--- src/rtl/rbr_pkg.sv ---
package rbr_pkg;

    // Default sizes of the tables.
    localparam int ROB_DEPTH_DEF  = 16;
    localparam int RRF_DEPTH_DEF  = 16;
    localparam int ARF_DEPTH_DEF  = 32;
    localparam int DATA_WIDTH_DEF = 32;

    // Operation codes.
    localparam logic [2:0] OP_ROB_WR  = 3'd0;
    localparam logic [2:0] OP_RRF_WR  = 3'd1;
    localparam logic [2:0] OP_ARF_MAP = 3'd2;
    localparam logic [2:0] OP_COMMIT  = 3'd3;
    localparam logic [2:0] OP_ARF_RD  = 3'd4;

    // One request as presented on the command port.
    typedef struct packed {
        logic [2:0]  op;
        logic [3:0]  rob_index;
        logic [3:0]  ren_tag;
        logic        has_rename;
        logic        flag_busy;
        logic        flag_finished;
        logic        flag_valid;
        logic [3:0]  rrf_index;
        logic [4:0]  dest_reg;
        logic [31:0] data_value;
        logic        execute_finished;
    } req_t;

    // One result as presented on the result port.
    typedef struct packed {
        logic [4:0]  retired_count;
        logic        stage_done;
        logic        buffer_was_empty;
        logic [31:0] read_data;
        logic        read_busy;
        logic [3:0]  head_index;
    } rsp_t;

    // Commands from the controller to the datapath.
    typedef struct packed {
        logic load;
        logic table_write;
        logic finish;
        logic retire;
        logic rename_update;
        logic arf_read;
        logic read_out;
        logic emit;
    } ctl_cmd_t;

    // Status from the datapath to the controller.
    typedef struct packed {
        logic [2:0] op;
        logic       complete_done;
        logic       execute_finished;
        logic       head_ok;
        logic       head_renamed;
    } dp_status_t;

endpackage

--- src/rtl/reorder_buffer_retire_top.sv ---
// Retire stage with a 16-entry reorder buffer, a rename file and an architectural
// register file. A request is taken when start is high and busy is low; its one
// result appears on rsp for exactly one cycle with done high, and there is no way
// to hold it off, so the receiver must capture it in that cycle. done is the
// registered emit, given in the execute state for table writes, unused codes and
// commits that finish the stage or find it finished, in the read state for reads,
// and in the check state for other commits once the head entry is not ready. A
// commit walks the buffer from the head one entry at a time: an entry with a
// rename tag passes through the rename state after the check state, since the
// rename file is a memory read once per entry and its data then written to the
// architectural file. busy stays high until the result is on its way; a new
// request can be taken in the cycle done shows.
module reorder_buffer_retire_top
#(
    parameter int ROB_DEPTH  = rbr_pkg::ROB_DEPTH_DEF,
    parameter int RRF_DEPTH  = rbr_pkg::RRF_DEPTH_DEF,
    parameter int ARF_DEPTH  = rbr_pkg::ARF_DEPTH_DEF,
    parameter int DATA_WIDTH = rbr_pkg::DATA_WIDTH_DEF
)
(
    input  logic          clk,
    input  logic          rst_n,
    input  logic          start,
    output logic          busy,
    input  rbr_pkg::req_t req,
    output logic          done,
    output rbr_pkg::rsp_t rsp
);

    rbr_pkg::ctl_cmd_t   cmd;
    rbr_pkg::dp_status_t status;

    // Sequencer.
    rbr_ctrl u_ctrl
    (
        .clk    (clk),
        .rst_n  (rst_n),
        .start  (start),
        .status (status),
        .cmd    (cmd),
        .busy   (busy)
    );

    // Tables, head pointer and result register.
    rbr_datapath
    #(
        .ROB_DEPTH  (ROB_DEPTH),
        .RRF_DEPTH  (RRF_DEPTH),
        .ARF_DEPTH  (ARF_DEPTH),
        .DATA_WIDTH (DATA_WIDTH)
    )
    u_datapath
    (
        .clk    (clk),
        .rst_n  (rst_n),
        .req    (req),
        .cmd    (cmd),
        .status (status),
        .done   (done),
        .rsp    (rsp)
    );

endmodule

--- src/rtl/rbr_ctrl.sv ---
module rbr_ctrl
(
    input  logic                clk,
    input  logic                rst_n,
    input  logic                start,
    input  rbr_pkg::dp_status_t status,
    output rbr_pkg::ctl_cmd_t   cmd,
    output logic                busy
);

    localparam logic [2:0] ST_IDLE   = 3'd0;
    localparam logic [2:0] ST_EXEC   = 3'd1;
    localparam logic [2:0] ST_CHECK  = 3'd2;
    localparam logic [2:0] ST_RENAME = 3'd3;
    localparam logic [2:0] ST_READ   = 3'd4;

    logic [2:0] state_reg;
    logic [2:0] state_next;

    // State register.
    always_ff @(posedge clk or negedge rst_n)
    begin
        if (!rst_n)
        begin
            state_reg <= ST_IDLE;
        end
        else
        begin
            state_reg <= state_next;
        end
    end

    assign busy = (state_reg != ST_IDLE);

    // Next state and command decode.
    always_comb
    begin
        state_next = state_reg;
        cmd        = '0;
        case (state_reg)
            ST_IDLE:
            begin
                if (start)
                begin
                    cmd.load   = 1'b1;
                    state_next = ST_EXEC;
                end
            end
            ST_EXEC:
            begin
                case (status.op)
                    rbr_pkg::OP_COMMIT:
                    begin
                        if (status.complete_done)
                        begin
                            cmd.emit   = 1'b1;
                            state_next = ST_IDLE;
                        end
                        else if (status.execute_finished)
                        begin
                            cmd.finish = 1'b1;
                            cmd.emit   = 1'b1;
                            state_next = ST_IDLE;
                        end
                        else
                        begin
                            state_next = ST_CHECK;
                        end
                    end
                    rbr_pkg::OP_ARF_RD:
                    begin
                        cmd.arf_read = 1'b1;
                        state_next   = ST_READ;
                    end
                    default:
                    begin
                        // Table writes act here; unused codes change nothing.
                        cmd.table_write = 1'b1;
                        cmd.emit        = 1'b1;
                        state_next      = ST_IDLE;
                    end
                endcase
            end
            ST_CHECK:
            begin
                if (status.head_ok)
                begin
                    cmd.retire = 1'b1;
                    if (status.head_renamed)
                    begin
                        state_next = ST_RENAME;
                    end
                end
                else
                begin
                    cmd.emit   = 1'b1;
                    state_next = ST_IDLE;
                end
            end
            ST_RENAME:
            begin
                cmd.rename_update = 1'b1;
                state_next        = ST_CHECK;
            end
            ST_READ:
            begin
                cmd.read_out = 1'b1;
                cmd.emit     = 1'b1;
                state_next   = ST_IDLE;
            end
            default:
            begin
                state_next = ST_IDLE;
            end
        endcase
    end

endmodule

--- src/rtl/rbr_datapath.sv ---
module rbr_datapath
#(
    parameter int ROB_DEPTH  = rbr_pkg::ROB_DEPTH_DEF,
    parameter int RRF_DEPTH  = rbr_pkg::RRF_DEPTH_DEF,
    parameter int ARF_DEPTH  = rbr_pkg::ARF_DEPTH_DEF,
    parameter int DATA_WIDTH = rbr_pkg::DATA_WIDTH_DEF
)
(
    input  logic                clk,
    input  logic                rst_n,
    input  rbr_pkg::req_t       req,
    input  rbr_pkg::ctl_cmd_t   cmd,
    output rbr_pkg::dp_status_t status,
    output logic                done,
    output rbr_pkg::rsp_t       rsp
);

    localparam int ROB_AW = $clog2(ROB_DEPTH);
    localparam int RRF_AW = $clog2(RRF_DEPTH);
    localparam int ARF_AW = $clog2(ARF_DEPTH);
    localparam int CNT_W  = $clog2(ROB_DEPTH + 1);

    // Latched request.
    rbr_pkg::req_t req_reg;

    // Reorder buffer, held in flip-flops.
    logic [ROB_DEPTH-1:0] rob_busy_reg;
    logic [ROB_DEPTH-1:0] rob_finished_reg;
    logic [ROB_DEPTH-1:0] rob_valid_reg;
    logic [4:0]           rob_tag_reg [ROB_DEPTH];
    logic [ROB_AW-1:0]    head_reg;
    logic                 complete_done_reg;

    // Rename file: data and destination in a memory.
    logic [DATA_WIDTH-1:0] rrf_data_mem [RRF_DEPTH];
    logic [4:0]            rrf_dest_mem [RRF_DEPTH];
    logic [DATA_WIDTH-1:0] rrf_data_q_reg;
    logic [4:0]            rrf_dest_q_reg;
    logic [3:0]            ret_tag_reg;

    // Architectural file: data in a memory with valid bits, tags and busy in flops.
    logic [DATA_WIDTH-1:0] arf_data_mem [ARF_DEPTH];
    logic [ARF_DEPTH-1:0]  arf_valid_reg;
    logic [3:0]            arf_tag_reg [ARF_DEPTH];
    logic [ARF_DEPTH-1:0]  arf_busy_reg;
    logic [DATA_WIDTH-1:0] arf_rd_q_reg;
    logic                  arf_rd_valid_reg;
    logic                  arf_rd_busy_reg;

    // Result register and strobe.
    logic [CNT_W-1:0]      count_reg;
    rbr_pkg::rsp_t         rsp_reg;
    logic                  done_reg;

    // Decoded addresses and range checks.
    logic                  rob_in_range;
    logic                  rrf_in_range;
    logic                  dest_in_range;
    logic [ROB_AW-1:0]     rob_addr;
    logic [RRF_AW-1:0]     rrf_addr;
    logic [ARF_AW-1:0]     dest_addr;
    logic [4:0]            head_tag;
    logic                  head_tag_ok;
    logic [RRF_AW-1:0]     head_rrf_addr;
    logic                  ren_dest_ok;
    logic [ARF_AW-1:0]     ren_dest_addr;
    logic [ROB_AW-1:0]     head_inc;

    assign rob_in_range  = (32'(req_reg.rob_index) < ROB_DEPTH);
    assign rrf_in_range  = (32'(req_reg.rrf_index) < RRF_DEPTH);
    assign dest_in_range = (32'(req_reg.dest_reg) < ARF_DEPTH);
    assign rob_addr      = ROB_AW'(req_reg.rob_index);
    assign rrf_addr      = RRF_AW'(req_reg.rrf_index);
    assign dest_addr     = ARF_AW'(req_reg.dest_reg);

    assign head_tag      = rob_tag_reg[head_reg];
    assign head_tag_ok   = head_tag[4] && (32'(head_tag[3:0]) < RRF_DEPTH);
    assign head_rrf_addr = RRF_AW'(head_tag[3:0]);
    assign ren_dest_ok   = (32'(rrf_dest_q_reg) < ARF_DEPTH);
    assign ren_dest_addr = ARF_AW'(rrf_dest_q_reg);
    assign head_inc      = (32'(head_reg) == ROB_DEPTH - 1) ? '0 : head_reg + 1'b1;

    // Status towards the controller.
    always_comb
    begin
        status.op               = req_reg.op;
        status.complete_done    = complete_done_reg;
        status.execute_finished = req_reg.execute_finished;
        status.head_ok          = rob_busy_reg[head_reg] & rob_finished_reg[head_reg]
                                  & rob_valid_reg[head_reg];
        status.head_renamed     = head_tag_ok;
    end

    // Request latch.
    always_ff @(posedge clk)
    begin
        if (cmd.load)
        begin
            req_reg <= req;
        end
    end

    // Reorder buffer entries, head pointer and stage state.
    always_ff @(posedge clk or negedge rst_n)
    begin
        if (!rst_n)
        begin
            rob_busy_reg      <= '0;
            rob_finished_reg  <= '0;
            rob_valid_reg     <= '0;
            for (int i = 0; i < ROB_DEPTH; i++)
            begin
                rob_tag_reg[i] <= '0;
            end
            head_reg          <= '0;
            complete_done_reg <= 1'b0;
        end
        else
        begin
            if (cmd.table_write && (req_reg.op == rbr_pkg::OP_ROB_WR) && rob_in_range)
            begin
                rob_busy_reg[rob_addr]     <= req_reg.flag_busy;
                rob_finished_reg[rob_addr] <= req_reg.flag_finished;
                rob_valid_reg[rob_addr]    <= req_reg.flag_valid;
                rob_tag_reg[rob_addr]      <= req_reg.has_rename ?
                                              {1'b1, req_reg.ren_tag} : 5'd0;
            end
            if (cmd.finish)
            begin
                complete_done_reg <= 1'b1;
            end
            // The head advances at once unless a rename update follows.
            if (cmd.retire)
            begin
                rob_busy_reg[head_reg] <= 1'b0;
                if (!head_tag_ok)
                begin
                    head_reg <= head_inc;
                end
            end
            if (cmd.rename_update)
            begin
                head_reg <= head_inc;
            end
        end
    end

    // Rename file memory: written by requests, read once per retiring entry.
    always_ff @(posedge clk)
    begin
        if (cmd.table_write && (req_reg.op == rbr_pkg::OP_RRF_WR) && rrf_in_range)
        begin
            rrf_data_mem[rrf_addr] <= DATA_WIDTH'(req_reg.data_value);
            rrf_dest_mem[rrf_addr] <= req_reg.dest_reg;
        end
        if (cmd.retire)
        begin
            rrf_data_q_reg <= rrf_data_mem[head_rrf_addr];
            rrf_dest_q_reg <= rrf_dest_mem[head_rrf_addr];
            ret_tag_reg    <= head_tag[3:0];
        end
    end

    // Architectural data memory: written on rename update, read by read requests.
    always_ff @(posedge clk)
    begin
        if (cmd.rename_update && ren_dest_ok)
        begin
            arf_data_mem[ren_dest_addr] <= rrf_data_q_reg;
        end
        if (cmd.arf_read)
        begin
            arf_rd_q_reg <= arf_data_mem[dest_addr];
        end
    end

    // Architectural valid bits, tags and busy bits.
    always_ff @(posedge clk or negedge rst_n)
    begin
        if (!rst_n)
        begin
            arf_valid_reg    <= '0;
            arf_busy_reg     <= '0;
            for (int i = 0; i < ARF_DEPTH; i++)
            begin
                arf_tag_reg[i] <= '0;
            end
            arf_rd_valid_reg <= 1'b0;
            arf_rd_busy_reg  <= 1'b0;
        end
        else
        begin
            if (cmd.table_write && (req_reg.op == rbr_pkg::OP_ARF_MAP) && dest_in_range)
            begin
                arf_tag_reg[dest_addr]  <= req_reg.ren_tag;
                arf_busy_reg[dest_addr] <= req_reg.flag_busy;
            end
            if (cmd.rename_update && ren_dest_ok)
            begin
                arf_valid_reg[ren_dest_addr] <= 1'b1;
                if (arf_tag_reg[ren_dest_addr] == ret_tag_reg)
                begin
                    arf_busy_reg[ren_dest_addr] <= 1'b0;
                end
            end
            if (cmd.arf_read)
            begin
                arf_rd_valid_reg <= arf_valid_reg[dest_addr];
                arf_rd_busy_reg  <= arf_busy_reg[dest_addr];
            end
        end
    end

    // Retire counter for the current commit.
    always_ff @(posedge clk or negedge rst_n)
    begin
        if (!rst_n)
        begin
            count_reg <= '0;
        end
        else if (cmd.load)
        begin
            count_reg <= '0;
        end
        else if (cmd.retire)
        begin
            count_reg <= count_reg + 1'b1;
        end
    end

    // Result register; the strobe is the emit command, registered.
    always_ff @(posedge clk or negedge rst_n)
    begin
        if (!rst_n)
        begin
            done_reg <= 1'b0;
        end
        else
        begin
            done_reg <= cmd.emit;
        end
    end

    always_ff @(posedge clk)
    begin
        if (cmd.emit)
        begin
            rsp_reg.retired_count    <= 5'(count_reg);
            rsp_reg.stage_done       <= complete_done_reg | cmd.finish;
            rsp_reg.buffer_was_empty <= cmd.finish & ~(|rob_busy_reg);
            rsp_reg.read_data        <= (cmd.read_out && dest_in_range && arf_rd_valid_reg) ?
                                        32'(arf_rd_q_reg) : 32'd0;
            rsp_reg.read_busy        <= cmd.read_out & dest_in_range & arf_rd_busy_reg;
            rsp_reg.head_index       <= 4'(head_reg);
        end
    end

    assign done = done_reg;
    assign rsp  = rsp_reg;

endmodule

--- config.mk ---
export PLATFORM = sky130hd
export DESIGN_NAME = reorder_buffer_retire_top
export DESIGN_NICKNAME = d
export VERILOG_FILES = /design/src/rtl/rbr_pkg.sv /design/src/rtl/reorder_buffer_retire_top.sv /design/src/rtl/rbr_ctrl.sv /design/src/rtl/rbr_datapath.sv
export SDC_FILE = /design/constraint.sdc
export NUM_CORES = 2
export LEC_CHECK = 0
export ABC_CLOCK_PERIOD_IN_PS = 7600
export CORE_MARGIN = 3
export CORE_UTILIZATION = 28
export DETAILED_ROUTE_END_ITERATION = 16
export DONT_BUFFER_PORTS = 1
export PLACE_DENSITY = 0.46
export SLEW_MARGIN = 15
export SYNTH_ARGS = -nofsm -noshare
export SYNTH_HDL_FRONTEND = slang
export SYNTH_SLANG_ARGS = --single-unit
export TNS_END_PERCENT = 10
--- constraint.sdc ---
create_clock -name clk -period 7.6 [get_ports clk]
set_input_delay 1.14 -clock clk [delete_from_list [all_inputs] [get_ports clk]]
set_output_delay 1.14 -clock clk [all_outputs]
set_load 0.005 [all_outputs]
==> impl_metrics.yaml <==
status:
  status: "completed"
timing:
  skew_ns: 0.0839
  rsz0062_at_grt: "no"
  finalHoldViolations: 0
  tns_ns: 0
  period_minus_slack_ns: 4.65
  tightest_slew_ns: 1.25
  slew_viol_final: 0
  period_share_pct: 61.2
  timing.hold.ws_ns: 0.0537
  max_freq_mhz: 215
  finalSetupViolations: 0
  relSlewSlack_pct: 16.7
detailed_routing:
  firstDrtPassIters: 5
  first_iter_violations: 3924
  final_antenna_net_count: 0
  post_drt_wl_per_cell_um: 28.0
  viasPerCell: 5.04
  route.vias.total: 44100
  drcViolationCount: 0
  wl_mm: 245
job:
  max-cap-violations: 0
clock_network:
  cts_buffers: 231
  cts_tree: "yes"
  clkTransAtPathRegs_ns: 0.06
  htree_levels: 4
  clock-root-buffer: "clkbuf_16"
  cts.sinks: 2126
  worstSkewPairLatency_ns: 0.90
  cts.path.max_buffers: 4
synth:
  synth_area_per_cell_um2: 18.3
  synth-seq-cells: 2126
  synth_nets: 4631
  synth.cell_area_mm2: 0.0836
  syn_inst: 4566
  yosysUniqueCellTypes: 68
  yosysWarnings: 0
  synthFlopType: "edfxtp_1"
  ys_seq_area_share_pct: 74.4
  synth_edf_count: 1790
  async_flop_share_pct: 15.8
cells_and_area:
  largest_reg_flops: 1024
  fin_nets: 4702
  area_delta_synth_final_pct: 15.0
  final_util_pct: 32.5
  drive_gt1_share_pct: 23.9
  finalInstanceArea_mm2: 0.0961
pwr:
  leakage_nw: 32.6
  powerDensity_mw_per_mm2: 264
  vdd_drop_max_uv: 224
global_route:
  grt_max_degree: 337
  grt_first_pass_wirelength_mm: 348
  antenna_found_initial: 21
  grt_pass1_vias: 45700
  grt_overflow: 0
  track_usage_pct: 15.7
place:
  port_buffers: 0
  gp_congestion: 0.733
  hpwl_mm: 125
  dpl-instance-area_mm2: 0.0886
setup_path:
  cp-start-kind: "flip-flop"
  r2r.worst_path.cells: 9
  worstSetupPathType: "flip-flop to flip-flop"
  reg2reg_to: "u_datapath.rrf_data_q_reg[11]"
  critPathCaptureType: "flip-flop"
  cp_max_fo: 85
  rrSetupSlack_ns: 2.95
  reg2reg_from: "u_datapath.head_reg[0]"
  arrival_ns: 5.33
  cp.required_ns: 8.28
die:
  start_util_pct: 28.3
  core-area_mm2: 0.296
  io_pins: 106
  die_h_um: 552
  row_count: 199
  die_x_um: 552
  die_area_mm2: 0.305
min_path:
  hp-class: "input port to async pin"
## where the power goes
group | total, mW | internal [mW] | switching (mW) | leakage, nW
sequential | 12.9 | 12.7 | 0.171 | 20.8
combinational | 1.51 | 0.593 | 0.921 | 8.28
clock | 10.9 | 6.32 | 4.59 | 3.56
## worst max-delay path by stage
stage	from	endpoint	slack, ns
floorplan	u_datapath.status[6]	u_datapath.rrf_data_mem[0][0]	2.90
global placement	u_datapath.head_reg[0]	u_datapath.rrf_data_q_reg[30]	2.85
detailed placement	u_datapath.head_reg[0]	u_datapath.rrf_data_q_reg[30]	2.83
CTS	u_datapath.head_reg[0]	u_datapath.rrf_data_q_reg[30]	2.80
global route	u_datapath.head_reg[0]	u_datapath.rrf_data_q_reg[21]	2.56
finish	u_datapath.head_reg[0]	u_datapath.rrf_data_q_reg[11]	2.95
## synthesized netlist by cell type, types with 38 or more instances
master    number  area share [%]
mux2_2       224             3.0
o22a_1        38            0.40
clkbuf_1     212            0.95
edfxtp_1    1790              64
and3_1       262             2.0
a21oi_1      148            0.89
mux2i_1      120             1.4
dfrtp_1      336              10
a22o_1        40            0.42
a22oi_1      135             1.2
nand2_1      186            0.84
a211oi_1     111             1.0
mux4_2       294             7.9
buf_1         39            0.18
nor2_1        99            0.44
and2_1        45            0.34
o31ai_1       44            0.40
## layout make-up
type / count / area (um2)
fillers: 28200 / 199000
diodes: 12 / 30.0
repair buffers: 140 / 1250
flip-flops and latches: 2126 / 62200
multi-input cells: 2132 / 20500
inverters: 6 / 30.0
well taps: 3919 / 4900
clock inverters: 119 / 1040
clock buffers: 297 / 6190
## critical path, stage by stage, from the launching register on
cell and delay, ns:
dfrtp_2 0.93, mux2i_1 0.15, mux2_2 0.31, a22oi_2 0.27
nand2_4 0.60, inv_4 0.92, buf_4 0.62, a21oi_1 0.15
a22o_1 0.23, o211ai_2 0.13
## logic make-up after synthesis
group / share of synthesized area (%)
compound gates: 6.38
xor+xnor: 0.0944
simple gates: 4.98
flops: 74.4
buf+inv: 1.62
fa+ha+maj: 0.0749
mux: 12.5
## layer usage
layer  up-vias  GRT usage, %  part of all wire (%)
met1     23800          21.4                    44
li1      18700             -                     -
met3       346          2.80                   5.6
met5         -             0                 0.019
met2      1281          25.9                    48
met4         8          3.87                   2.4
## cell usage in the layout (no fill, tap or decap), types with 57 or more instances in the layout
cell type	instances
buf_4	119
a21oi_1	148
mux2i_1	120
nand2_1	184
a211oi_1	111
dfrtp_1	335
mux2_2	224
edfxtp_1	1790
nor2_1	57
a22oi_1	135
and3_1	260
mux4_2	294
clkbuf_16	236
## repair_timing
item,CTS,global route
endpoints found under the hold margin,336,20
buffers inserted,0,0
endpoints found under the setup margin,0,0
gates resized for setup,0,0
## per-stage QoR
step	worst slack, ns	instances	power [mW]
3_3_place_gp	2.85	8307	14.7
4_1_cts	2.80	8723	25.6
5_1_grt	2.56	8741	26.3
3_5_place_dp	2.83	8307	14.7
6_report	2.95	8751	25.3
2_1_floorplan	2.90	4566	14.2
Note: power is estimated with default switching activity, not from simulation.
